==> src/hdl/qrs_energy_filter_chain_assert.svh <==
// assertion macros shared by the qrs energy filter chain
`ifndef QRS_ENERGY_FILTER_CHAIN_ASSERT_SVH
`define QRS_ENERGY_FILTER_CHAIN_ASSERT_SVH

`ifndef ASSERT_OFF
`define QEF_ASSERT(lbl, prop) \
  lbl: assert property (@(posedge clk) disable iff (rst) (prop)) \
    else $error("qef assertion failed");
`define QEF_ASSERT_ALWAYS(lbl, prop) \
  lbl: assert property (@(posedge clk) (prop)) \
    else $error("qef assertion failed");
`else
`define QEF_ASSERT(lbl, prop)
`define QEF_ASSERT_ALWAYS(lbl, prop)
`endif

`endif

==> src/hdl/qef_pkg.sv <==
// shared types and constants for the qrs energy filter chain
`default_nettype none

package qef_pkg;

  localparam int SAMPLE_W = 16;

  localparam int LP_TAPS = 12;
  localparam int LP_MID = LP_TAPS / 2 - 1;

  localparam int HP_TAPS = 32;
  localparam int HP_MID = HP_TAPS / 2 - 1;
  localparam int HP_SHIFT = 5;

  localparam int SL_TAPS = 4;
  localparam int SL_SHIFT = 3;
  localparam int SLOPE_SUM_W = SAMPLE_W + SL_SHIFT;

  localparam int BLANK_SAMPLES = 50;
  localparam int BLANK_CNT_W = $clog2(BLANK_SAMPLES + 1);

  typedef logic [SAMPLE_W-1:0] sample_t;

endpackage

`default_nettype wire

==> src/hdl/qef_lowpass.sv <==
// low-pass stage: y = 2y1 - y2 + x - 2x6 + x12, registered result
`default_nettype none

module qef_lowpass (
  input  wire logic             clk,
  input  wire logic             rst,
  input  wire logic             up_valid,
  output logic                  up_ready,
  input  wire qef_pkg::sample_t up_data,
  output logic                  valid,
  input  wire logic             down_ready,
  output qef_pkg::sample_t      data
);
  import qef_pkg::*;

  sample_t x_dly [LP_TAPS];
  sample_t y_dly [2];
  sample_t data_next;
  logic    load;

  assign up_ready = !valid || down_ready;
  assign load = up_valid && up_ready;

  always_comb begin
    data_next = {y_dly[0][SAMPLE_W-2:0], 1'b0} - y_dly[1] + up_data
              - {x_dly[LP_MID][SAMPLE_W-2:0], 1'b0} + x_dly[LP_TAPS-1];
  end

  always_ff @(posedge clk) begin
    if (rst) begin
      valid <= 1'b0;
      for (int i = 0; i < LP_TAPS; i++) x_dly[i] <= '0;
      y_dly[0] <= '0;
      y_dly[1] <= '0;
    end else begin
      if (up_ready) valid <= up_valid;
      if (load) begin
        x_dly[0] <= up_data;
        for (int i = 1; i < LP_TAPS; i++) x_dly[i] <= x_dly[i-1];
        y_dly[0] <= data_next;
        y_dly[1] <= y_dly[0];
      end
    end
  end

  always_ff @(posedge clk) begin
    if (load) data <= data_next;
  end

endmodule

`default_nettype wire

==> src/hdl/qef_highpass.sv <==
// high-pass stage: y = y1 - (x>>5) + x16 - x17 + (x32>>5), registered result
`default_nettype none

module qef_highpass (
  input  wire logic             clk,
  input  wire logic             rst,
  input  wire logic             up_valid,
  output logic                  up_ready,
  input  wire qef_pkg::sample_t up_data,
  output logic                  valid,
  input  wire logic             down_ready,
  output qef_pkg::sample_t      data
);
  import qef_pkg::*;

  sample_t x_dly [HP_TAPS];
  sample_t y_last;
  sample_t data_next;
  logic    load;

  assign up_ready = !valid || down_ready;
  assign load = up_valid && up_ready;

  always_comb begin
    data_next = y_last - (up_data >> HP_SHIFT) + x_dly[HP_MID] - x_dly[HP_MID+1]
              + (x_dly[HP_TAPS-1] >> HP_SHIFT);
  end

  always_ff @(posedge clk) begin
    if (rst) begin
      valid  <= 1'b0;
      y_last <= '0;
      for (int i = 0; i < HP_TAPS; i++) x_dly[i] <= '0;
    end else begin
      if (up_ready) valid <= up_valid;
      if (load) begin
        x_dly[0] <= up_data;
        for (int i = 1; i < HP_TAPS; i++) x_dly[i] <= x_dly[i-1];
        y_last <= data_next;
      end
    end
  end

  always_ff @(posedge clk) begin
    if (load) data <= data_next;
  end

endmodule

`default_nettype wire

==> src/hdl/qef_slope.sv <==
// slope stage: (2x + x1 - x3 - 2x4) >> 3 with start-up blank flag
`default_nettype none
`include "qrs_energy_filter_chain_assert.svh"

module qef_slope (
  input  wire logic             clk,
  input  wire logic             rst,
  input  wire logic             blank_enable,
  input  wire logic             up_valid,
  output logic                  up_ready,
  input  wire qef_pkg::sample_t up_data,
  output logic                  valid,
  input  wire logic             down_ready,
  output qef_pkg::sample_t      data,
  output logic                  blank
);
  import qef_pkg::*;

  sample_t                  x_dly [SL_TAPS];
  logic [SLOPE_SUM_W-1:0]   sum;
  logic [BLANK_CNT_W-1:0]   blank_cnt;
  logic                     in_window;
  logic                     load;

  assign up_ready = !valid || down_ready;
  assign load = up_valid && up_ready;
  assign in_window = blank_cnt < BLANK_CNT_W'(BLANK_SAMPLES);

  // modular sum is exact here, so the top bits carry the sign
  always_comb begin
    sum = (SLOPE_SUM_W'(up_data) << 1) + SLOPE_SUM_W'(x_dly[0])
        - SLOPE_SUM_W'(x_dly[2]) - (SLOPE_SUM_W'(x_dly[SL_TAPS-1]) << 1);
  end

  always_ff @(posedge clk) begin
    if (rst) begin
      valid     <= 1'b0;
      blank_cnt <= '0;
      for (int i = 0; i < SL_TAPS; i++) x_dly[i] <= '0;
    end else begin
      if (up_ready) valid <= up_valid;
      if (load) begin
        x_dly[0] <= up_data;
        for (int i = 1; i < SL_TAPS; i++) x_dly[i] <= x_dly[i-1];
        if (in_window) blank_cnt <= blank_cnt + 1'b1;
      end
    end
  end

  always_ff @(posedge clk) begin
    if (load) begin
      data  <= sum[SL_SHIFT +: SAMPLE_W];
      blank <= blank_enable && in_window;
    end
  end

  `QEF_ASSERT(a_blank_cnt_bound, blank_cnt <= BLANK_CNT_W'(BLANK_SAMPLES))

endmodule

`default_nettype wire

==> src/hdl/qef_square.sv <==
// energy stage: low 16 bits of slope squared, result register
`default_nettype none

module qef_square (
  input  wire logic             clk,
  input  wire logic             rst,
  input  wire logic             up_valid,
  output logic                  up_ready,
  input  wire qef_pkg::sample_t up_data,
  input  wire logic             up_blank,
  output logic                  valid,
  input  wire logic             down_ready,
  output qef_pkg::sample_t      energy,
  output qef_pkg::sample_t      slope
);
  import qef_pkg::*;

  sample_t prod;
  logic    load;

  assign up_ready = !valid || down_ready;
  assign load = up_valid && up_ready;
  assign prod = up_data * up_data;

  always_ff @(posedge clk) begin
    if (rst) valid <= 1'b0;
    else if (up_ready) valid <= up_valid;
  end

  always_ff @(posedge clk) begin
    if (load) begin
      energy <= up_blank ? '0 : prod;
      slope  <= up_data;
    end
  end

endmodule

`default_nettype wire

==> src/hdl/qrs_energy_filter_chain.sv <==
// top level of the qrs energy filter chain
`default_nettype none
`include "qrs_energy_filter_chain_assert.svh"

// Integer QRS energy filter: each ECG sample item runs through low-pass,
// high-pass, slope and squaring stages and gives one result item with the
// slope and its squared energy. An input register and four stage registers
// form a five-deep pipeline; low-pass, high-pass and slope keep delay lines,
// and every stage takes a new item each cycle unless the output stalls, so
// the chain then sustains one item per clock. An accepted item passes the
// input register and the low-pass, high-pass, slope and square registers
// before out_valid rises. Each stage has its own ready, so bubbles close up
// while a result waits at the output. With blank_enable set (its reset
// value) energy_out is zero for the first 50 items after reset; slope_out
// is never blanked. Write blank_enable only while the chain is empty.
module qrs_energy_filter_chain (
  input  wire logic             clk,
  input  wire logic             rst,
  input  wire logic             cfg_we,
  input  wire logic             cfg_wdata,
  input  wire logic             in_valid,
  output logic                  in_ready,
  input  wire qef_pkg::sample_t sample_in,
  output logic                  out_valid,
  input  wire logic             out_ready,
  output qef_pkg::sample_t      energy_out,
  output qef_pkg::sample_t      slope_out
);
  import qef_pkg::*;

  logic    blank_enable;
  logic    in_reg_valid;
  sample_t in_reg;
  logic    lp_ready, lp_valid;
  sample_t lp_data;
  logic    hp_ready, hp_valid;
  sample_t hp_data;
  logic    sl_ready, sl_valid, sl_blank;
  sample_t sl_data;
  logic    sq_ready;

  always_ff @(posedge clk) begin
    if (rst) blank_enable <= 1'b1;
    else if (cfg_we) blank_enable <= cfg_wdata;
  end

  assign in_ready = !in_reg_valid || lp_ready;

  always_ff @(posedge clk) begin
    if (rst) in_reg_valid <= 1'b0;
    else if (in_ready) in_reg_valid <= in_valid;
  end

  always_ff @(posedge clk) begin
    if (in_valid && in_ready) in_reg <= sample_in;
  end

  qef_lowpass u_lowpass (
    .clk        (clk),
    .rst        (rst),
    .up_valid   (in_reg_valid),
    .up_ready   (lp_ready),
    .up_data    (in_reg),
    .valid      (lp_valid),
    .down_ready (hp_ready),
    .data       (lp_data)
  );

  qef_highpass u_highpass (
    .clk        (clk),
    .rst        (rst),
    .up_valid   (lp_valid),
    .up_ready   (hp_ready),
    .up_data    (lp_data),
    .valid      (hp_valid),
    .down_ready (sl_ready),
    .data       (hp_data)
  );

  qef_slope u_slope (
    .clk          (clk),
    .rst          (rst),
    .blank_enable (blank_enable),
    .up_valid     (hp_valid),
    .up_ready     (sl_ready),
    .up_data      (hp_data),
    .valid        (sl_valid),
    .down_ready   (sq_ready),
    .data         (sl_data),
    .blank        (sl_blank)
  );

  qef_square u_square (
    .clk        (clk),
    .rst        (rst),
    .up_valid   (sl_valid),
    .up_ready   (sq_ready),
    .up_data    (sl_data),
    .up_blank   (sl_blank),
    .valid      (out_valid),
    .down_ready (out_ready),
    .energy     (energy_out),
    .slope      (slope_out)
  );

  // input only backs up when every stage is full and the output is stalled
  `QEF_ASSERT(a_stall_only_when_full,
    !in_ready |-> (out_valid && !out_ready && sl_valid && hp_valid && lp_valid))
  `QEF_ASSERT_ALWAYS(a_empty_after_reset, $past(rst) |-> !out_valid && !in_reg_valid)

endmodule

`default_nettype wire

==> config.mk <==
export PLATFORM = sky130hd
export DESIGN_NAME = qrs_energy_filter_chain
export DESIGN_NICKNAME = d
export VERILOG_FILES = /design/src/hdl/qef_pkg.sv /design/src/hdl/qef_lowpass.sv /design/src/hdl/qef_highpass.sv /design/src/hdl/qef_slope.sv /design/src/hdl/qef_square.sv /design/src/hdl/qrs_energy_filter_chain.sv
export VERILOG_INCLUDE_DIRS = /design/src /design/src/hdl
export SDC_FILE = /design/constraint.sdc
export NUM_CORES = 1
export LEC_CHECK = 0
export ABC_AREA = 0
export BUFFER_PORTS_ARGS = -buffer_cell sky130_fd_sc_hd__clkbuf_2
export CORE_ASPECT_RATIO = 0.7
export CORE_MARGIN = 3
export CORE_UTILIZATION = 45
export CTS_CLUSTER_SIZE = 28
export DETAILED_ROUTE_END_ITERATION = 8
export HOLD_SLACK_MARGIN = 0.02
export MAX_ROUTING_LAYER = met4
export PLACE_DENSITY = 0.6
export SYNTH_ARGS = -nofsm -noshare
export SYNTH_HDL_FRONTEND = slang
export SYNTH_SLANG_ARGS = --single-unit
==> constraint.sdc <==
create_clock -name clk -period 13.9 [get_ports clk]
set_clock_uncertainty 0.05 [all_clocks]
set_input_delay 1.39 -clock clk [delete_from_list [all_inputs] [get_ports clk]]
set_output_delay 1.39 -clock clk [all_outputs]
set_load 0.02 [all_outputs]
### After elaboration in Yosys (flattened, before gate mapping)

Memories as Yosys holds them, arrays and structs flattened.
Cells that the tools add are included.

| storage, ports and cells | value |
|---|---|
| word-level logic and storage cells | 161 |
| bits of input ports | 22 |
| memory bits (writable) | 800 |
| register bits | 125 |
| output and inout port bits | 34 |
| memories kept | 4 |

| operators by class | value |
|---|---|
| add/subtract/negate cells | 12 |
| bitwise operators | 50 |
| muxes and demuxes | 61 |
| magnitude comparators | 1 |
| reductions and logical operators | 17 |
| multipliers | 1 |

Memories:

| name | words | width | read ports | clocked after Yosys merged registers in | wr ports | RTL line | source |
|---|---|---|---|---|---|---|---|
| u_highpass.x_dly | 32 | 16 | 32 | 0 | 32 | qef_highpass.sv:16 | `sample_t x_dly [HP_TAPS];` |
| u_lowpass.x_dly | 12 | 16 | 12 | 0 | 12 | qef_lowpass.sv:16 | `sample_t x_dly [LP_TAPS];` |
| u_slope.x_dly | 4 | 16 | 4 | 0 | 4 | qef_slope.sv:19 | `sample_t x_dly [SL_TAPS];` |
| u_lowpass.y_dly | 2 | 16 | 2 | 0 | 2 | qef_lowpass.sv:17 | `sample_t y_dly [2];` |

Operators with widths:

| operator | number |
|---|---|
| 16-bit two-way mux | 50 |
| 1-bit bitwise OR | 50 |
| 16-bit adder | 3 |
| 16-bit subtractor | 3 |
| 19-bit by 16-bit subtractor with 19-bit output | 1 |
| 19-bit by 17-bit subtractor with 19-bit output | 1 |
| 17-bit by 16-bit adder with 18-bit output | 1 |
| 16-bit by 11-bit adder with 16-bit output | 1 |
| 16-bit by 16-bit multiplier with 16-bit output | 1 |
| 16-bit by 11-bit subtractor with 16-bit output | 1 |
| 1-bit two-way mux | 11 |
| 6-bit by 1-bit adder with 6-bit output (second input constant) | 1 |
| 1-bit logical AND | 6 |
| 6-bit less-than comparator (second input constant) | 1 |
| 1-bit zero test | 5 |
| 1-bit logical OR | 5 |
| 2-bit AND reduction | 1 |

### Longest topological paths before layout

| depth | value |
|---|---|
| word-level depth | 10 |
| mapped depth | 23 |
| gate-level depth less buffers | 22 |

### Cells and area by module

Synthesis repeated with hierarchy kept, for this count alone.

| unflattened totals | value |
|---|---|
| cell total of the unflattened synthesis | 2,896 |
| area, all modules | 39,873.2 um^2 |

By module, submodules not included:

| module | times used | area an instance (um^2) | cells each | seq. area each (um^2) |
|---|---|---|---|---|
| qef_highpass | 1 | 19,059.5 | 1,246 | 13,943.4 |
| qef_lowpass | 1 | 10,799.1 | 748 | 7,226.9 |
| qef_slope | 1 | 5,149.9 | 441 | 2,572.5 |
| qef_square | 1 | 4,300.4 | 437 | 950.9 |
| qrs_energy_filter_chain | 1 | 564.3 | 24 | 520.5 |

### Least setup slack after synthesis

Ideal clock, no wire load.

| timing path | value |
|---|---|
| path type | input-to-reg |
| start point | input out_ready |
| end point | memory u_highpass.x_dly[0][0] (netlist name), enable pin |
| setup slack | 2.490 ns |
| setup time | 0.784 ns |
| stages | 7 |
| arrival time | 10.576 ns |
| buffers on the path | 1 |
| path through | nor2b_1 -> and3_1 -> buf_2 -> nand2b_1 -> inv_2 -> nor2_1 -> inv_1 |

RTL lines:

| what | RTL line | source |
|---|---|---|
| start, declared | qrs_energy_filter_chain.sv:25 | `input wire logic out_ready,` |
| end, declared | qef_highpass.sv:16 |  |

### Worst setup path in the final report

| timing path | value |
|---|---|
| start point | register u_slope.data[1] |
| end point | register u_square.energy[15], data pin |

| on the way | value |
|---|---|
| word-level cells in the longest chain between the ends | 1 |

RTL lines:

| what | RTL line | source |
|---|---|---|
| start, declared | qef_slope.sv:14 | `output qef_pkg::sample_t data,` |
| start signal, assigned | qef_slope.sv:52 | `data <= sum[SL_SHIFT +: SAMPLE_W];` |
| 16-bit by 16-bit multiplier with 16-bit output | qef_square.sv:23 | `assign prod = up_data * up_data;` |
| end signal, assigned | qef_square.sv:32 | `energy <= up_blank ? '0 : prod;` |
| end, declared | qef_square.sv:13 | `output qef_pkg::sample_t energy,` |

No other way between the ends.
A chain may end at the register's enable or synchronous reset.

==> insert_results.sql <==
INSERT INTO impl_metrics (metric_group, metric, value, unit) VALUES
('floorplanning', 'top_level_ports', '56', ''),
('job', 'maxCapViolations', '0', ''),
('cts', 'cts-resized-gates', '0', ''),
('synth', 'synth_edf_count', '821', ''),
('sta', 'fin_crit', '5.77', 'ns'),
('sta', 'worst-slew-pin-transition', '1.19', 'ns'),
('sta', 'final_min_period_over_clock_period', '0.415', ''),
('route', 'drt_wl_total', '65.0', 'mm'),
('final_layout', 'register_with_the_highest_flop_count', 'u_highpass.x_dly', ''),
('worst_hold_path', 'hold_path_class', 'reg -> reg', ''),
('placed_design', 'placement.setup.worst_slack', '8.17', 'ns'),
('cts', 'cts_hold_repair.buffers', '0', ''),
('cts', 'clk_root_buffer_cell', 'clkbuf_16', ''),
('cts', 'clk-insertion-delay-late', '0.65', 'ns'),
('global_routing', 'grt_usage', '0.151', ''),
('floorplanning', 'initial_core_util', '0.458', ''),
('synth', 'post_synth_num_cell_types', '66', ''),
('sta', 'timing.final.ws_setup', '8.13', 'ns'),
('floorplanning', 'core-area', '0.0850', 'mm²'),
('cts', 'cts.clk_slew.worst_paths', '0.06', 'ns'),
('global_routing', 'antenna_found_initial', '0', ''),
('route', 'drt_pre_antenna_iters', '7', ''),
('synth', 'synth.cell_area', '0.0389', 'mm²'),
('synth', 'synth_sequential_area_ratio', '0.648', ''),
('critical_path', 'end_kind', 'register', ''),
('floorplanning', 'core_rows', '89', ''),
('route', 'drtIter0Drc', '1522', ''),
('route', 'via_count', '19501', ''),
('critical_path', 'timing.critical_path.arrival', '6.07', 'ns'),
('cts', 'clkSinkCount', '849', ''),
('global_routing', 'grt_pass1_vias', '19980', ''),
('route', 'via_per_inst', '4.91', ''),
('sta', 'report.final.slew_viol_count', '0', ''),
('placed_design', 'place_hpwl', '40.4', 'mm'),
('sta', 'maxSlewHeadroom', '0.205', ''),
('floorplanning', 'fp.dieH', '252', 'µm'),
('synth', 'ys_dominant_reg_cell', 'edfxtp_1', ''),
('floorplanning', 'dieWidth', '358', 'µm'),
('cts', 'tritoncts.num_buffers', '82', ''),
('critical_path', 'path_max_fanout', '21', ''),
('synth', 'syn-instance-count', '2711', ''),
('status', 'status', 'finished clean', ''),
('route', 'drt_drc_violations_left', '0', ''),
('synth', 'post_synth_arst_share', '0', ''),
('final_layout', 'num_antenna_cells', '0', ''),
('synth', 'yosysWarnings', '0', ''),
('placed_design', 'placement.io_buffers', '54', ''),
('sta', 'finalSetupViolations', '0', ''),
('final_layout', 'drive_above_1_share', '0.0759', ''),
('route', 'route.antenna.remaining_nets', '0', ''),
('global_routing', 'globalRoute.totalOverflow', '0', ''),
('critical_path', 'regToRegSetupSlack', '8.13', 'ns'),
('global_routing', 'grt_start_max_net_pins', '228', ''),
('sta', 'fmax', '0.173', 'GHz'),
('critical_path', 'worst-endpoint-required', '14.20', 'ns'),
('critical_path', 'endpoint', 'u_square.energy[15]', ''),
('critical_path', 'critical_path.startpoint_type', 'register', ''),
('synth', 'syn-mean-instance-area', '14.4', 'µm²'),
('critical_path', 'timing.setup.critical_path_class', 'reg -> reg', ''),
('critical_path', 'regToRegEndpoint', 'u_square.energy[15]', ''),
('final_layout', 'largestRegisters', 'u_highpass.x_dly: 437 flops, u_lowpass.x_dly: 192 flops, u_slope.x_dly: 64 flops', ''),
('synth', 'synth-seq-cells', '849', ''),
('global_routing', 'wire_length_of_the_first_global_routing_pass', '106', 'mm'),
('sta', 'rsz0062_at_grt', 'no', ''),
('critical_path', 'r2r_start', 'u_slope.data[1]', ''),
('synth', 'syn-num-nets', '3017', ''),
('sta', 'tns', '0', 'ns'),
('floorplanning', 'die-area', '0.0901', 'mm²'),
('final_layout', 'finalCoreUtilization', '0.506', ''),
('route', 'detail_route.wl_per_cell', '16.4', 'µm'),
('final_layout', 'layout-area-overhead-vs-synth', '10.5', '%'),
('cts', 'cts_tree', 'built', ''),
('final_layout', 'layout.nets', '3071', ''),
('placed_design', 'placed_cells', '3818', ''),
('critical_path', 'rr_worst_depth', '19', ''),
('cts', 'ctsHtreeMaxLevel', '3', ''),
('final_layout', 'largest_register_ff_count', '437', ''),
('placed_design', 'place_congestion', '0.851', ''),
('final_layout', 'finish.cell_count_without_fillers', '3971', ''),
('cts', 'post_cts_buffers', '0', ''),
('sta', 'hold_viol_final', '0', ''),
('critical_path', 'startpoint', 'u_slope.data[1]', ''),
('cts', 'cts-root-to-sink-buffers', '3', '');
==> metrics by stage <==
step	hold slack, ns	cell area, µm²
final	0.411	43000
after CTS	0.417	43000
after global routing	0.429	43000
after detailed placement	0.409	40400
after floorplan	0.350	38900
after global placement	0.403	40400
==> per-layer routing <==
metal | track usage | wire (µm)
met1 | 0.227 | 33000
met2 | 0.208 | 27300
met3 | 0.0319 | 3260
met4 | 0.0417 | 1400
met5 | - | 0
==> cells in the mapped netlist, drive strengths merged (3+ instances only) <==
cell,number,area (µm²)
xnor2,60,526
o31a,3,26.3
fa,162,3240
a31oi,9,71.3
o211ai,4,35.0
nand3,7,35.0
nor3,37,185
ha,122,1530
a211oi,14,120
o41ai,3,52.6
nand2b,8,50.1
edfxtp,821,24700
o21ai,27,135
o21a,14,105
inv,245,920
buf,35,174
clkbuf,65,244
a21oi,54,270
xor2,23,201
and2,522,3270
a22o,4,35.0
a211o,4,35.0
a21o,14,105
nor2b,201,1260
nand2,85,319
nor4,3,40.0
nor2,87,329
or3,4,25.0
dfxtp,28,561
and3,10,62.6
or2,3,18.8
o21bai,6,48.8
nand4,4,25.0
==> how the worst min path moves through the flow <==
stage,start,endpoint,slack [ns],cells after the start
global placement,u_highpass.y_last[12],u_highpass.y_last[12],0.40,2
global route,u_highpass.y_last[12],u_highpass.y_last[12],0.43,2
finish,u_highpass.y_last[12],u_highpass.y_last[12],0.41,2
floorplan,u_slope.data[15],u_square.slope[15],0.35,0
CTS,u_highpass.y_last[12],u_highpass.y_last[12],0.42,2
detailed placement,u_highpass.y_last[12],u_highpass.y_last[12],0.41,2
==> critical path, stage by stage (launching register included) <==
cell      delay, ns
edfxtp_1       0.82
and2_1         0.25
inv_1          0.06
fa_1           0.46
fa_1           0.55
inv_1          0.06
fa_1           0.50
inv_1          0.06
fa_1           0.54
inv_1          0.05
fa_1           0.47
inv_1          0.05
fa_1           0.48
inv_1          0.05
ha_1           0.33
and3_1         0.20
a21oi_1        0.16
a31oi_1        0.13
xnor2_1        0.18
nor2_1         0.06
==> cell families after synthesis <==
family | after synthesis | share of synthesized area
adder cells (fa/ha/maj) | 284 | 0.123
XOR/XNOR | 83 | 0.0187
AO/OA/AOI/OAI | 172 | 0.0310
AND/OR/NAND/NOR | 976 | 0.145
buffers and inverters | 345 | 0.0344
multiplexers | 1 | 0.000257
other | 1 | 0.0000963
flip-flops | 849 | 0.648
==> cell type report <==
type                            instances  area, µm²
Sequential cell                       849      25200
Inverter                              245        927
Fill cell                            7176      42000
Clock buffer                          113       2240
Timing Repair Buffer                   70        412
Clock inverter                         40        387
Multi-Input combinational cell       1517      12400
Tap cell                             1137       1420
==> cells in the final DEF, fill, tap and decap left out, types with 5 or more instances in the layout <==
master        n
nor2b_1     199
inv_1       243
o21a_1       14
clkinv_2     12
nand2b_1      6
a21oi_1      54
a211oi_1     11
a31oi_1       7
xor2_1       23
clkbuf_16    84
clkinvlp_4    5
ha_1        122
buf_4        15
edfxtp_1    821
and3_1       10
fa_1        162
clkbuf_1     26
o21bai_1      5
o21ai_0      23
nand2_1      85
nor2_1       84
dfxtp_1      28
and2_1      522
xnor2_1      60
clkbuf_2     53
nand3_1       7
a21o_1       14
clkinv_1     11
nor3_1       37
Power is left out: the tool's default activity adds up to more than one toggle a clock period on the data nets, which glitch-free logic cannot reach.
